==> src/hdl/klx_pkg.sv <==
// ----------------------------------------------------------------------------
// klx_pkg: shared types and constants of the keyword token lexer
// Result layout, lexer phases, token kinds, error codes and keyword match.
// ----------------------------------------------------------------------------
package klx_pkg;

  localparam int LINE_WIDTH    = 24;
  localparam int KEYWORD_CHARS = 8;
  localparam int OUT_LINE_W    = 24;
  localparam int WLEN_W        = $clog2(KEYWORD_CHARS + 2);

  typedef enum logic [3:0] {
    PH_IDLE       = 4'd0,
    PH_COMMENT    = 4'd1,
    PH_BUILTIN    = 4'd2,
    PH_CHAR_OPEN  = 4'd3,
    PH_CHAR_CLOSE = 4'd4,
    PH_MINUS      = 4'd5,
    PH_LESS       = 4'd6,
    PH_WORD       = 4'd7,
    PH_NUMBER     = 4'd8,
    PH_HALTED     = 4'd9
  } phase_t;

  localparam logic [4:0] K_BUILTIN = 5'd0;
  localparam logic [4:0] K_STRING  = 5'd1;
  localparam logic [4:0] K_CHAR    = 5'd2;
  localparam logic [4:0] K_LPAR    = 5'd3;
  localparam logic [4:0] K_RPAR    = 5'd4;
  localparam logic [4:0] K_PLUS    = 5'd5;
  localparam logic [4:0] K_COMMA   = 5'd6;
  localparam logic [4:0] K_ARROW   = 5'd7;
  localparam logic [4:0] K_MINUS   = 5'd8;
  localparam logic [4:0] K_COLON   = 5'd9;
  localparam logic [4:0] K_SEMI    = 5'd10;
  localparam logic [4:0] K_RECV    = 5'd11;
  localparam logic [4:0] K_NEQ     = 5'd12;
  localparam logic [4:0] K_LESS    = 5'd13;
  localparam logic [4:0] K_EQUAL   = 5'd14;
  localparam logic [4:0] K_ALT     = 5'd15;
  localparam logic [4:0] K_BLOCK   = 5'd16;
  localparam logic [4:0] K_ELSEALT = 5'd17;
  localparam logic [4:0] K_ENDALT  = 5'd18;
  localparam logic [4:0] K_ENDBLK  = 5'd19;
  localparam logic [4:0] K_ENDPAR  = 5'd20;
  localparam logic [4:0] K_ENDWHL  = 5'd21;
  localparam logic [4:0] K_PAR     = 5'd22;
  localparam logic [4:0] K_WHILE   = 5'd23;
  localparam logic [4:0] K_BOOL    = 5'd24;
  localparam logic [4:0] K_NOT     = 5'd25;
  localparam logic [4:0] K_IDENT   = 5'd26;
  localparam logic [4:0] K_INT     = 5'd27;

  localparam logic [1:0] E_NONE   = 2'd0;
  localparam logic [1:0] E_SYNTAX = 2'd1;
  localparam logic [1:0] E_CHAR   = 2'd2;
  localparam logic [1:0] E_EOF    = 2'd3;

  typedef struct packed {
    logic [4:0]            kind;
    logic                  is_value_char;
    logic [7:0]            value_char;
    logic [OUT_LINE_W-1:0] line;
    logic [1:0]            error_code;
    logic                  last;
  } res_t;

  // Up to two results per accepted transaction travel to the output queue.
  typedef struct packed {
    logic [1:0] n;
    res_t       r1;
    res_t       r0;
  } push_t;

  // The word buffer holds the first character in its low byte, so the
  // keyword patterns are the reversed spellings.
  function automatic logic [4:0] kw_kind(input logic [63:0] buf_w,
                                         input logic [WLEN_W-1:0] len);
    logic [4:0] k;
    k = K_IDENT;
    if (len == WLEN_W'(3) && buf_w == 64'("tla"))           k = K_ALT;
    else if (len == WLEN_W'(5) && buf_w == 64'("kcolb"))    k = K_BLOCK;
    else if (len == WLEN_W'(7) && buf_w == 64'("tlaesle"))  k = K_ELSEALT;
    else if (len == WLEN_W'(6) && buf_w == 64'("tladne"))   k = K_ENDALT;
    else if (len == WLEN_W'(8) && buf_w == 64'("kcolbdne")) k = K_ENDBLK;
    else if (len == WLEN_W'(6) && buf_w == 64'("rapdne"))   k = K_ENDPAR;
    else if (len == WLEN_W'(8) && buf_w == 64'("elihwdne")) k = K_ENDWHL;
    else if (len == WLEN_W'(3) && buf_w == 64'("rap"))      k = K_PAR;
    else if (len == WLEN_W'(5) && buf_w == 64'("elihw"))    k = K_WHILE;
    else if (len == WLEN_W'(4) && buf_w == 64'("eurt"))     k = K_BOOL;
    else if (len == WLEN_W'(5) && buf_w == 64'("eslaf"))    k = K_BOOL;
    else if (len == WLEN_W'(3) && buf_w == 64'("ton"))      k = K_NOT;
    return k;
  endfunction

  function automatic res_t mk_res(input logic [4:0] kind, input logic isv,
                                  input logic [7:0] ch, input logic [1:0] err,
                                  input logic [LINE_WIDTH-1:0] ln);
    res_t r;
    r.kind          = kind;
    r.is_value_char = isv;
    r.value_char    = ch;
    r.line          = OUT_LINE_W'(ln);
    r.error_code    = err;
    r.last          = 1'b0;
    return r;
  endfunction

endpackage

==> src/hdl/klx_core.sv <==
// ----------------------------------------------------------------------------
// klx_core: lexer state and per-character step logic
// Updates the lexer state on each accepted character until it halts, and forms its results.
// ----------------------------------------------------------------------------
module klx_core import klx_pkg::*; (
  input  logic       clk,
  input  logic       rst_n,
  input  logic       acc,
  input  logic [7:0] char_code,
  input  logic       end_of_file,
  output push_t      push
);

  phase_t                  ph_r, ph_nxt;
  logic [LINE_WIDTH-1:0]   lc_r, lc_nxt;
  logic [LINE_WIDTH-1:0]   tl_r, tl_nxt;
  logic [63:0]             wb_r, wb_nxt;
  logic [WLEN_W-1:0]       wl_r, wl_nxt;

  res_t       rs [2];
  logic [1:0] cnt;
  logic       st;
  logic       is_alpha, is_digit;

  assign is_alpha = (char_code >= "a" && char_code <= "z") ||
                    (char_code >= "A" && char_code <= "Z");
  assign is_digit = (char_code >= "0" && char_code <= "9");

  always_comb begin
    ph_nxt = ph_r;
    lc_nxt = lc_r;
    tl_nxt = tl_r;
    wb_nxt = wb_r;
    wl_nxt = wl_r;
    rs[0]  = '0;
    rs[1]  = '0;
    cnt    = 2'd0;
    st     = 1'b0;
    if (acc && ph_r != PH_HALTED) begin
      if (end_of_file) begin
        unique case (ph_r)
          PH_BUILTIN: begin
            rs[cnt[0]] = mk_res(K_STRING, 1'b0, 8'd0, E_NONE, tl_nxt);
            cnt = cnt + 2'd1;
          end
          PH_CHAR_OPEN: begin
            rs[cnt[0]] = mk_res(K_CHAR, 1'b0, 8'd0, E_EOF, tl_nxt);
            cnt = cnt + 2'd1;
            ph_nxt = PH_HALTED;
          end
          PH_CHAR_CLOSE: begin
            rs[cnt[0]] = mk_res(K_CHAR, 1'b0, 8'd0, E_CHAR, tl_nxt);
            cnt = cnt + 2'd1;
            ph_nxt = PH_HALTED;
          end
          PH_MINUS: begin
            rs[cnt[0]] = mk_res(K_MINUS, 1'b0, 8'd0, E_NONE, tl_nxt);
            cnt = cnt + 2'd1;
          end
          PH_LESS: begin
            rs[cnt[0]] = mk_res(K_LESS, 1'b0, 8'd0, E_NONE, tl_nxt);
            cnt = cnt + 2'd1;
          end
          PH_WORD: begin
            rs[cnt[0]] = mk_res(kw_kind(wb_r, wl_r), 1'b0, 8'd0, E_NONE, tl_nxt);
            cnt = cnt + 2'd1;
          end
          PH_NUMBER: begin
            rs[cnt[0]] = mk_res(K_INT, 1'b0, 8'd0, E_NONE, tl_nxt);
            cnt = cnt + 2'd1;
          end
          default: ;
        endcase
        // After the flush the block starts over for a new stream, unless it halted.
        if (ph_nxt != PH_HALTED) begin
          ph_nxt = PH_IDLE;
          lc_nxt = LINE_WIDTH'(1);
          tl_nxt = LINE_WIDTH'(1);
          wb_nxt = '0;
          wl_nxt = '0;
        end
      end else begin
        unique case (ph_r)
          PH_COMMENT: st = (char_code == 8'h0A);
          PH_BUILTIN: begin
            if (char_code == 8'h0A) begin
              rs[cnt[0]] = mk_res(K_STRING, 1'b0, 8'd0, E_NONE, tl_nxt);
              cnt = cnt + 2'd1;
              if (lc_nxt != '1) lc_nxt = lc_nxt + LINE_WIDTH'(1);
              ph_nxt = PH_IDLE;
            end else begin
              rs[cnt[0]] = mk_res(K_STRING, 1'b1, char_code, E_NONE, tl_nxt);
              cnt = cnt + 2'd1;
            end
          end
          PH_CHAR_OPEN: begin
            wb_nxt = {56'd0, char_code};
            ph_nxt = PH_CHAR_CLOSE;
          end
          PH_CHAR_CLOSE: begin
            if (char_code == "'") begin
              rs[0] = mk_res(K_CHAR, 1'b1, wb_r[7:0], E_NONE, tl_nxt);
              rs[1] = mk_res(K_CHAR, 1'b0, 8'd0, E_NONE, tl_nxt);
              cnt = 2'd2;
              ph_nxt = PH_IDLE;
            end else begin
              rs[cnt[0]] = mk_res(K_CHAR, 1'b0, 8'd0, E_CHAR, tl_nxt);
              cnt = cnt + 2'd1;
              ph_nxt = PH_HALTED;
            end
          end
          PH_MINUS: begin
            if (char_code == ">") begin
              rs[cnt[0]] = mk_res(K_ARROW, 1'b0, 8'd0, E_NONE, tl_nxt);
              ph_nxt = PH_IDLE;
            end else begin
              rs[cnt[0]] = mk_res(K_MINUS, 1'b0, 8'd0, E_NONE, tl_nxt);
              st = 1'b1;
            end
            cnt = cnt + 2'd1;
          end
          PH_LESS: begin
            if (char_code == "-") begin
              rs[cnt[0]] = mk_res(K_RECV, 1'b0, 8'd0, E_NONE, tl_nxt);
              ph_nxt = PH_IDLE;
            end else if (char_code == ">") begin
              rs[cnt[0]] = mk_res(K_NEQ, 1'b0, 8'd0, E_NONE, tl_nxt);
              ph_nxt = PH_IDLE;
            end else begin
              rs[cnt[0]] = mk_res(K_LESS, 1'b0, 8'd0, E_NONE, tl_nxt);
              st = 1'b1;
            end
            cnt = cnt + 2'd1;
          end
          PH_WORD: begin
            if (is_alpha || is_digit) begin
              if (wl_r < WLEN_W'(KEYWORD_CHARS))
                wb_nxt = wb_r | (64'(char_code) << {wl_r[2:0], 3'b000});
              if (wl_r < WLEN_W'(KEYWORD_CHARS + 1)) wl_nxt = wl_r + WLEN_W'(1);
              rs[cnt[0]] = mk_res(K_IDENT, 1'b1, char_code, E_NONE, tl_nxt);
            end else begin
              rs[cnt[0]] = mk_res(kw_kind(wb_r, wl_r), 1'b0, 8'd0, E_NONE, tl_nxt);
              st = 1'b1;
            end
            cnt = cnt + 2'd1;
          end
          PH_NUMBER: begin
            if (is_digit) begin
              rs[cnt[0]] = mk_res(K_INT, 1'b1, char_code, E_NONE, tl_nxt);
            end else begin
              rs[cnt[0]] = mk_res(K_INT, 1'b0, 8'd0, E_NONE, tl_nxt);
              st = 1'b1;
            end
            cnt = cnt + 2'd1;
          end
          default: st = 1'b1;
        endcase

        // Start of a new token from the current character.
        if (st) begin
          tl_nxt = lc_nxt;
          ph_nxt = PH_IDLE;
          priority if (char_code == " " || char_code == 8'h09 || char_code == 8'h0B ||
                       char_code == 8'h0C || char_code == 8'h0D) begin
          end else if (char_code == 8'h0A) begin
            if (lc_nxt != '1) lc_nxt = lc_nxt + LINE_WIDTH'(1);
          end else if (char_code == "#") begin
            ph_nxt = PH_COMMENT;
          end else if (char_code == "$") begin
            rs[cnt[0]] = mk_res(K_BUILTIN, 1'b0, 8'd0, E_NONE, tl_nxt);
            cnt = cnt + 2'd1;
            ph_nxt = PH_BUILTIN;
          end else if (char_code == "'") begin
            ph_nxt = PH_CHAR_OPEN;
          end else if (char_code == "-") begin
            ph_nxt = PH_MINUS;
          end else if (char_code == "<") begin
            ph_nxt = PH_LESS;
          end else if (char_code == "(" || char_code == ")" || char_code == "+" ||
                       char_code == "," || char_code == ":" || char_code == ";" ||
                       char_code == "=") begin
            unique case (char_code)
              "(":     rs[cnt[0]] = mk_res(K_LPAR, 1'b0, 8'd0, E_NONE, tl_nxt);
              ")":     rs[cnt[0]] = mk_res(K_RPAR, 1'b0, 8'd0, E_NONE, tl_nxt);
              "+":     rs[cnt[0]] = mk_res(K_PLUS, 1'b0, 8'd0, E_NONE, tl_nxt);
              ",":     rs[cnt[0]] = mk_res(K_COMMA, 1'b0, 8'd0, E_NONE, tl_nxt);
              ":":     rs[cnt[0]] = mk_res(K_COLON, 1'b0, 8'd0, E_NONE, tl_nxt);
              ";":     rs[cnt[0]] = mk_res(K_SEMI, 1'b0, 8'd0, E_NONE, tl_nxt);
              default: rs[cnt[0]] = mk_res(K_EQUAL, 1'b0, 8'd0, E_NONE, tl_nxt);
            endcase
            cnt = cnt + 2'd1;
          end else if (is_alpha) begin
            wb_nxt = {56'd0, char_code};
            wl_nxt = WLEN_W'(1);
            rs[cnt[0]] = mk_res(K_IDENT, 1'b1, char_code, E_NONE, tl_nxt);
            cnt = cnt + 2'd1;
            ph_nxt = PH_WORD;
          end else if (is_digit) begin
            rs[cnt[0]] = mk_res(K_INT, 1'b1, char_code, E_NONE, tl_nxt);
            cnt = cnt + 2'd1;
            ph_nxt = PH_NUMBER;
          end else begin
            rs[cnt[0]] = mk_res(K_BUILTIN, 1'b0, 8'd0, E_SYNTAX, tl_nxt);
            cnt = cnt + 2'd1;
            ph_nxt = PH_HALTED;
          end
        end
      end
    end
    if (cnt != 2'd0) rs[cnt[1]].last = 1'b1;
  end

  assign push.n  = cnt;
  assign push.r0 = rs[0];
  assign push.r1 = rs[1];

  always_ff @(posedge clk) begin
    if (!rst_n) begin
      ph_r <= PH_IDLE;
      lc_r <= LINE_WIDTH'(1);
      tl_r <= LINE_WIDTH'(1);
      wb_r <= '0;
      wl_r <= '0;
    end else begin
      ph_r <= ph_nxt;
      lc_r <= lc_nxt;
      tl_r <= tl_nxt;
      wb_r <= wb_nxt;
      wl_r <= wl_nxt;
    end
  end

  a_halted_silent: assert property (@(posedge clk) disable iff (!rst_n)
    (ph_r == PH_HALTED) |-> (push.n == 2'd0)) else $error("results while halted");
  a_line_nonzero: assert property (@(posedge clk) disable iff (!rst_n)
    (lc_r != '0) && (tl_r <= lc_r)) else $error("line counter out of range");
  a_wlen_cap: assert property (@(posedge clk) disable iff (!rst_n)
    wl_r <= WLEN_W'(KEYWORD_CHARS + 1)) else $error("word length overrun");

endmodule

==> src/hdl/klx_out_fifo.sv <==
// ----------------------------------------------------------------------------
// klx_out_fifo: four-entry result queue
// Takes up to two results per cycle while not full and delivers one per transaction.
// ----------------------------------------------------------------------------
module klx_out_fifo import klx_pkg::*; (
  input  logic  clk,
  input  logic  rst_n,
  input  push_t push,
  output logic  full,
  output logic  out_valid,
  input  logic  out_stall,
  output res_t  out_res
);

  res_t       mem [4];
  logic [1:0] wp_r, wp_nxt, rp_r, rp_nxt;
  logic [2:0] cnt_r, cnt_nxt;
  logic       pop;

  assign full      = (cnt_r > 3'd2);
  assign out_valid = (cnt_r != 3'd0);
  assign out_res   = mem[rp_r];
  assign pop       = out_valid && !out_stall;

  always_comb begin
    wp_nxt  = wp_r + push.n;
    rp_nxt  = rp_r + {1'b0, pop};
    cnt_nxt = cnt_r + {1'b0, push.n} - {2'b00, pop};
  end

  always_ff @(posedge clk) begin
    if (push.n != 2'd0) mem[wp_r] <= push.r0;
    if (push.n == 2'd2) mem[wp_r + 2'd1] <= push.r1;
  end

  always_ff @(posedge clk) begin
    if (!rst_n) begin
      wp_r  <= '0;
      rp_r  <= '0;
      cnt_r <= '0;
    end else begin
      wp_r  <= wp_nxt;
      rp_r  <= rp_nxt;
      cnt_r <= cnt_nxt;
    end
  end

  a_cnt_max: assert property (@(posedge clk) disable iff (!rst_n)
    cnt_r <= 3'd4) else $error("result queue overflow");
  a_no_push_full: assert property (@(posedge clk) disable iff (!rst_n)
    full |-> (push.n == 2'd0)) else $error("push into full queue");
  a_ptr_gap: assert property (@(posedge clk) disable iff (!rst_n)
    (cnt_r[1:0] == wp_r - rp_r)) else $error("queue pointers disagree with count");

endmodule

==> src/hdl/keyword_token_lexer.sv <==
// ----------------------------------------------------------------------------
// keyword_token_lexer: streaming lexer with keyword recognition
// Character-in, token-result-out lexer with a small output queue.
// ----------------------------------------------------------------------------
// One character is taken per clock while the four-entry result queue has room
// for two results; each character is handled in the cycle it is accepted and
// its results sit in the queue from the next cycle on. Results leave at one per
// cycle unless stalled, so characters that cause two results (a word or operator
// closed by a token character, a complete char literal) hold the input back
// once the queue fills. After an error the block sends nothing until reset.
module keyword_token_lexer import klx_pkg::*; (
  input  logic        clk,
  input  logic        rst_n,
  input  logic        in_valid,
  output logic        in_stall,
  input  logic [7:0]  in_char_code,
  input  logic        in_end_of_file,
  output logic        out_valid,
  input  logic        out_stall,
  output logic [4:0]  out_kind,
  output logic        out_is_value_char,
  output logic [7:0]  out_value_char,
  output logic [23:0] out_line,
  output logic [1:0]  out_error_code,
  output logic        out_last
);

  push_t push;
  res_t  res;
  logic  full;

  assign in_stall = full;

  klx_core u_core (
    .clk         (clk),
    .rst_n       (rst_n),
    .acc         (in_valid && !full),
    .char_code   (in_char_code),
    .end_of_file (in_end_of_file),
    .push        (push)
  );

  klx_out_fifo u_fifo (
    .clk       (clk),
    .rst_n     (rst_n),
    .push      (push),
    .full      (full),
    .out_valid (out_valid),
    .out_stall (out_stall),
    .out_res   (res)
  );

  assign out_kind          = res.kind;
  assign out_is_value_char = res.is_value_char;
  assign out_value_char    = res.value_char;
  assign out_line          = res.line;
  assign out_error_code    = res.error_code;
  assign out_last          = res.last;

endmodule
==> config.mk <==
export PLATFORM = sky130hd
export DESIGN_NAME = keyword_token_lexer
export DESIGN_NICKNAME = d
export VERILOG_FILES = /design/src/hdl/klx_pkg.sv /design/src/hdl/klx_core.sv /design/src/hdl/klx_out_fifo.sv /design/src/hdl/keyword_token_lexer.sv
export SDC_FILE = /design/constraint.sdc
export NUM_CORES = 1
export LEC_CHECK = 0
export BUFFER_PORTS_ARGS = -buffer_cell sky130_fd_sc_hd__buf_2
export CELL_PAD_IN_SITES_DETAIL_PLACEMENT = 0
export CELL_PAD_IN_SITES_GLOBAL_PLACEMENT = 2
export CORE_MARGIN = 3
export CORE_UTILIZATION = 43
export DETAILED_ROUTE_END_ITERATION = 7
export HOLD_SLACK_MARGIN = 0.02
export PLACE_DENSITY = 0.84
export SLEW_MARGIN = 30
export SYNTH_ARGS = -nofsm -noshare
export SYNTH_HDL_FRONTEND = slang
export SYNTH_SLANG_ARGS = --single-unit
==> constraint.sdc <==
create_clock -name clk -period 8 [get_ports clk]
set_clock_uncertainty 0.15 [all_clocks]
set_input_delay 1.2 -clock clk [delete_from_list [all_inputs] [get_ports clk]]
set_output_delay 1.2 -clock clk [all_outputs]
set_load 0.05 [all_outputs]
**After elaboration in Yosys (flattened, before gate mapping)**

Memories as Yosys holds them, arrays and structs flattened. A register that Yosys moved wholly into a read port is not among the register bits.
Cells that the tools add are included.

- $add $sub $neg: 9
- Magnitude comparators: 13
- Equal/unequal tests: 52
- Shifts and indexed selects: 1
- Muxes and demuxes: 150
- Bitwise operators: 3
- Reduce and logical (&&, ||, !) cells: 45

Operators with widths:

| cell | count |
|---|---|
| 2-to-1 mux 82 bit | 13 |
| bitwise mux 82 bit | 12 |
| 2-to-1 mux 64 bit | 14 |
| case mux 82 bit (6 select lines) | 1 |
| 2-to-1 mux 41 bit | 10 |
| 2-to-1 mux 24 bit | 13 |
| case mux 41 bit (7 select lines) | 1 |
| case mux 41 bit (6 select lines) | 1 |
| == test 64 x 23 -> 1 bit, second input constant | 3 |
| == test 64 x 39 -> 1 bit, second input constant | 3 |
| 2-to-1 mux 4 bit | 34 |
| == test 64 x 47 -> 1 bit, second input constant | 2 |
| == test 64 x 63 -> 1 bit, second input constant | 2 |
| case mux 64 bit (2 select lines) | 1 |
| == test 8 x 6 -> 1 bit, second input constant | 14 |
| 2-to-1 mux 36 bit | 3 |
| demux 41 bit (select 1 bit) | 2 |
| == test 64 x 31 -> 1 bit, second input constant | 1 |
| == test 64 x 55 -> 1 bit, second input constant | 1 |
| bitwise OR 64 bit | 1 |
| << shifter 8 x 6 -> 64 bit | 1 |
| 2-to-1 mux 5 bit | 11 |
| adder 24 x 1 -> 24 bit, second input constant | 2 |
| inequality test 24 bit, second input constant | 2 |
| other kinds (44) | 125 |

- Register bits after elaboration: 127
- RAM bits: 164
- Input bits: 13
- Output and inout bits: 43
- Logic and storage cells: 282
- Memories kept: 1

Memories:

| name | depth | bits a word | rd ports | clocked after Yosys merged registers in | write ports | RTL line | RTL |
|---|---|---|---|---|---|---|---|
| u_fifo.mem | 4 | 41 | 1 | 1 | 2 | klx_out_fifo.sv:15 | `res_t mem [4];` |

**Longest topological paths before layout**

- Depth in word-level cells: 34
- Depth in mapped cells: 17
- Gate-level depth less buffers: 14

**By module**

A second synthesis with hierarchy kept.

- Cells, all modules: 1684
- Area, all modules: 17655.7 µm²

Modules (own cells, without submodules):

| module | times used | cells each | area an instance (µm²) | seq. area each (µm²) |
|---|---|---|---|---|
| klx_core | 1 | 1237 | 8947.3 | 2402.3 |
| klx_out_fifo | 1 | 446 | 8694.6 | 5064.9 |
| keyword_token_lexer | 1 | 1 | 13.8 | 0.0 |

**Least setup slack after synthesis**

Ideal clock, no wire load.

- Path kind: input to register
- Start: in in_char_code[5]
- End: mem u_fifo.mem[3][0] in the netlist's numbering (enable)
- Setup time: 444 ps
- Arrival time: 5169 ps
- Required time: 7406 ps
- Slack: 2237 ps
- Cell stages on the path: 11
- Path buffers: 4
- Cell sequence: clkbuf_1 > or3b_1 > clkbuf_1 > nor2_1 > a22oi_1 > a211o_1 > buf_2 > a221o_1 > buf_2 > a21boi_0 > nor2b_1

RTL lines:

| element | RTL line | RTL |
|---|---|---|
| start, declared | keyword_token_lexer.sv:16 | `input logic [7:0] in_char_code,` |
| end, declared | klx_out_fifo.sv:15 |  |

==> flow_summary_export.csv <==
group,metric,value,unit
placed_design,dp_hpwl,33.9,mm
global_route,grt_max_degree,63,
clock_network,cts.root.buffer_cell,"sky130_fd_sc_hd__clkbuf_16",
pwr,power-per-cell-area,251,mW/mm^2
synthesis,ys_dominant_reg_cell,"sky130_fd_sc_hd__edfxtp_1",
clock_network,clkTransAtPathRegs,0.05,ns
clock_network,cts-hold-fix-buffers,0,
worst_setup_path,critical_path.cell_chain,"buf_2 -> nor4bb_1 -> nand4b_1 -> a21oi_1 -> nor2_1 -> nand4_1 -> a21oi_1 -> nand2b_1 -> inv_1 -> a21boi_0 -> nor2b_4 -> buf_4",
synthesis,synth_async_sr_flop_share,0,
routing,num_vias,13800,
global_route,first_global_vias,12900,
worst_setup_path,criticalPathCategory,"in -> reg",
pwr,leakage,5.90,nW
synthesis,yosys-top-cells-area,"sky130_fd_sc_hd__edfxtp_1, sky130_fd_sc_hd__dfxtp_1, sky130_fd_sc_hd__o21ai_0, sky130_fd_sc_hd__nand2_1, sky130_fd_sc_hd__mux4_2",
sta,clock.fmax,193,MHz
worst_setup_path,crit_arrival,5.24,ns
clock_network,clock_sink_count,291,
finish,seqCellArea,0.00747,mm^2
routing,route.final.wire_length,49.2,mm
clock_network,total_clock_buffers_created_by_cts,35,
worst_setup_path,critical_path.endpoint_type,"flip-flop",
global_route,grt_overflow,0,
sta,setup_tns,0,ns
finish,multi_input_area,0.00858,mm^2
worst_setup_path,critical_path_cell_count,12,
worst_setup_path,crit_slowest_cell,"sky130_fd_sc_hd__nor4bb_1",
synthesis,synth_edf_count,164,
routing,detailedRoute.firstPassIterationCount,5,
worst_setup_path,rr_worst_depth,11,
finish,layout-area-overhead-vs-synth,10.6,%
routing,drc_violations_left,0,
placed_design,portBuffers,55,
global_route,number_of_antenna_violations_at_the_first_check_in_global_routing,0,
sta,layout_min_cycle_time,5.19,ns
sta,timing.slew.headroom,0.358,
global_route,grt_use_total,0.237,
sta,report.final.slew_viol_count,0,
synthesis,postSynthCellCount,1796,
sta,final-setup-viol-count,0,
synthesis,synth_most_common_cell,"sky130_fd_sc_hd__nand2_1",
floorplan,effective_utilization_at_floorplan,0.438,
sta,fin_crit_sh,0.649,
worst_setup_path,critical_path.startpoint_type,"input pin",
synthesis,cell_area_after_synthesis,0.0166,mm^2
synthesis,synth.cells.most_frequent,"sky130_fd_sc_hd__nand2_1, sky130_fd_sc_hd__o21ai_0, sky130_fd_sc_hd__edfxtp_1",
floorplan,fp.coreArea,0.0378,mm^2
synthesis,syn_area_per_cell,9.23,um^2
clock_network,clock_network_latency_to_the_later_pin_of_the_worst_skew_pair,0.55,ns
worst_setup_path,worstPathRequired,8.05,ns
floorplan,floorplan.die.height,202,um
global_route,grt_first_pass_wirelength,77.0,mm
worst_setup_path,cpLargestDelayFamily,"simple AND/OR/NAND/NOR gates",
floorplan,fp.dieW,202,um
floorplan,std_cell_rows,71,
floorplan,num_io_pins,56,
routing,drt_iter0_markers,1118,
finish,antenna-diode-count,0,
routing,routed_wire_length_per_instance,21.3,um
finish,layout.filler_cells,3611,
synthesis,syn_nets,1822,
pwr,design_power_total,4.60,mW
floorplan,die_area,0.0409,mm^2
clock_network,ctsResizeCount,0,
worst_setup_path,worst-path-max-fanout,31,
outcome,outcome,"finished, final reports clean",
worst_setup_path,timing.critical_path.mode_cell,"sky130_fd_sc_hd__a21oi_1",
sta,grt_setup_unrepaired,"false",
worst_setup_path,critical_path.max_stage_delay,0.75,ns
clock_network,tritoncts,"done",
clock_network,clock_tree.buffer_depth,3,
routing,antenna_violating_nets_post_route,0,
clock_network,cts.htree.levels,2,
hold_path,worstHoldPathCells,2,
synthesis,yosys.cell_types.count,88,
finish,design.final.nets,1805,
sta,timing.final.hold_violations,0,
sta,timing_worst_slew_pin_value,0.963,ns
flow_run,max_cap_violations,0,
synthesis,yosys.area.top_type_share,0.297,
synthesis,synth_area_leader_cell,"sky130_fd_sc_hd__edfxtp_1",
worst_setup_path,critPathBufInv,3,
synthesis,synth_seq_area_share,0.451,
placed_design,place_congestion,0.912,
synthesis,synth-seq-cells,291,
routing,routed_via_count_divided_by_cell_count,5.97,
hold_path,hold_class,"reg -> reg",
synthesis,yosys_warnings,0,
finish,final_layout_size_suffix_gt1_frac,0.120,
clock_network,postCtsSetupBuffers,0,
pwr,worst_ir_drop_vdd,0.170,mV
[area by class of cell]
cell class | instances | share of cell area
clock buffers | 49 | 0.0539
clock inverters | 12 | 0.00730
inverters | 23 | 0.00471
multi-input cells | 1352 | 0.468
flip-flops and latches | 291 | 0.408
well taps | 511 | 0.0349
repair buffers | 76 | 0.0236
[state kept, by name (all words and copies together) (netlist names)]
signal,flops
u_fifo.wp_r,2
u_core.tl_r,24
u_fifo.cnt_r,3
u_core.wl_r,4
u_core.ph_r,4
u_fifo.mem,164
u_core.wb_r,64
u_core.lc_r,24
u_fifo.rp_r,2
[path summary, 6_finish.rpt]
kind                                       from  slack (ns)           endpoint
worst min register to register  u_core.wb_r[22]        0.33    u_core.wb_r[22]
worst max-delay path            in_char_code[0]        2.81  u_fifo.mem[3][16]
worst min-delay path            u_core.wb_r[22]        0.33    u_core.wb_r[22]
worst max register to register   u_core.ph_r[0]        3.16  u_fifo.mem[3][16]
[cell families after synthesis]
| family | Yosys count | share of synthesized area |
|---|---|---|
| flip-flops | 291 | 0.451 |
| buffers and inverters | 153 | 0.0374 |
| adder cells (fa/ha/maj) | 13 | 0.0103 |
| AO/OA/AOI/OAI | 457 | 0.166 |
| AND/OR/NAND/NOR | 772 | 0.241 |
| multiplexers | 74 | 0.0759 |
| XOR/XNOR | 36 | 0.0190 |
[layout by cell type (no fill, tap or decap), types with 25 or more instances in the layout]
master	count
sky130_fd_sc_hd__nor4_1	26
sky130_fd_sc_hd__nor3_1	52
sky130_fd_sc_hd__dfxtp_1	125
sky130_fd_sc_hd__nand4_1	35
sky130_fd_sc_hd__nand3_1	75
sky130_fd_sc_hd__clkbuf_16	35
sky130_fd_sc_hd__nor2b_1	41
sky130_fd_sc_hd__edfxtp_1	164
sky130_fd_sc_hd__mux2i_1	29
sky130_fd_sc_hd__a21oi_1	61
sky130_fd_sc_hd__nand2_1	305
sky130_fd_sc_hd__mux4_2	41
sky130_fd_sc_hd__buf_2	55
sky130_fd_sc_hd__xnor2_1	25
sky130_fd_sc_hd__nor2_1	58
sky130_fd_sc_hd__o21ai_0	240
[metrics by stage]
step                worst slack [ns]  cells  instance area (um^2)   util  hold WS [ns]
finish                          2.81   2314                 18300  0.484         0.325
global route                    2.41   2314                 18300  0.484         0.352
CTS                             2.92   2314                 18300  0.484         0.324
detailed placement              2.34   2253                 17200  0.455         0.313
global placement                2.44   2253                 17200  0.454         0.301
floorplan                       2.24   1796                 16600      -         0.286
[power breakdown]
| group | leakage, nW | internal [mW] | total [mW] | switching, mW |
|---|---|---|---|---|
| registers | 2.55 | 1.70 | 1.75 | 0.0487 |
| clock network | 0.551 | 0.929 | 1.57 | 0.637 |
| logic | 2.80 | 0.370 | 1.29 | 0.920 |
[metal layers]
metal  part of all wire  routed length (um)  vias up  track usage
li1                   -                   -     6664            -
met1               0.47               23200     6674        0.352
met2               0.45               22200      418        0.365
met3              0.057                2800       64       0.0391
met4              0.019                 934        0       0.0539
met5                  0                   0        -            0
[worst register-to-register path: stages (launching register included)]
cell                        delay, ns
sky130_fd_sc_hd__dfxtp_1         0.78
sky130_fd_sc_hd__nand4bb_1       0.39
sky130_fd_sc_hd__a32o_1          0.36
sky130_fd_sc_hd__a22oi_1         0.38
sky130_fd_sc_hd__a211o_1         0.39
sky130_fd_sc_hd__nand4_1         0.25
sky130_fd_sc_hd__a21oi_1         0.19
sky130_fd_sc_hd__nand2b_1        0.29
sky130_fd_sc_hd__inv_1           0.15
sky130_fd_sc_hd__a21boi_0        0.60
sky130_fd_sc_hd__nor2b_4         0.28
sky130_fd_sc_hd__buf_4           0.34
(Power assumes the default switching activity.)
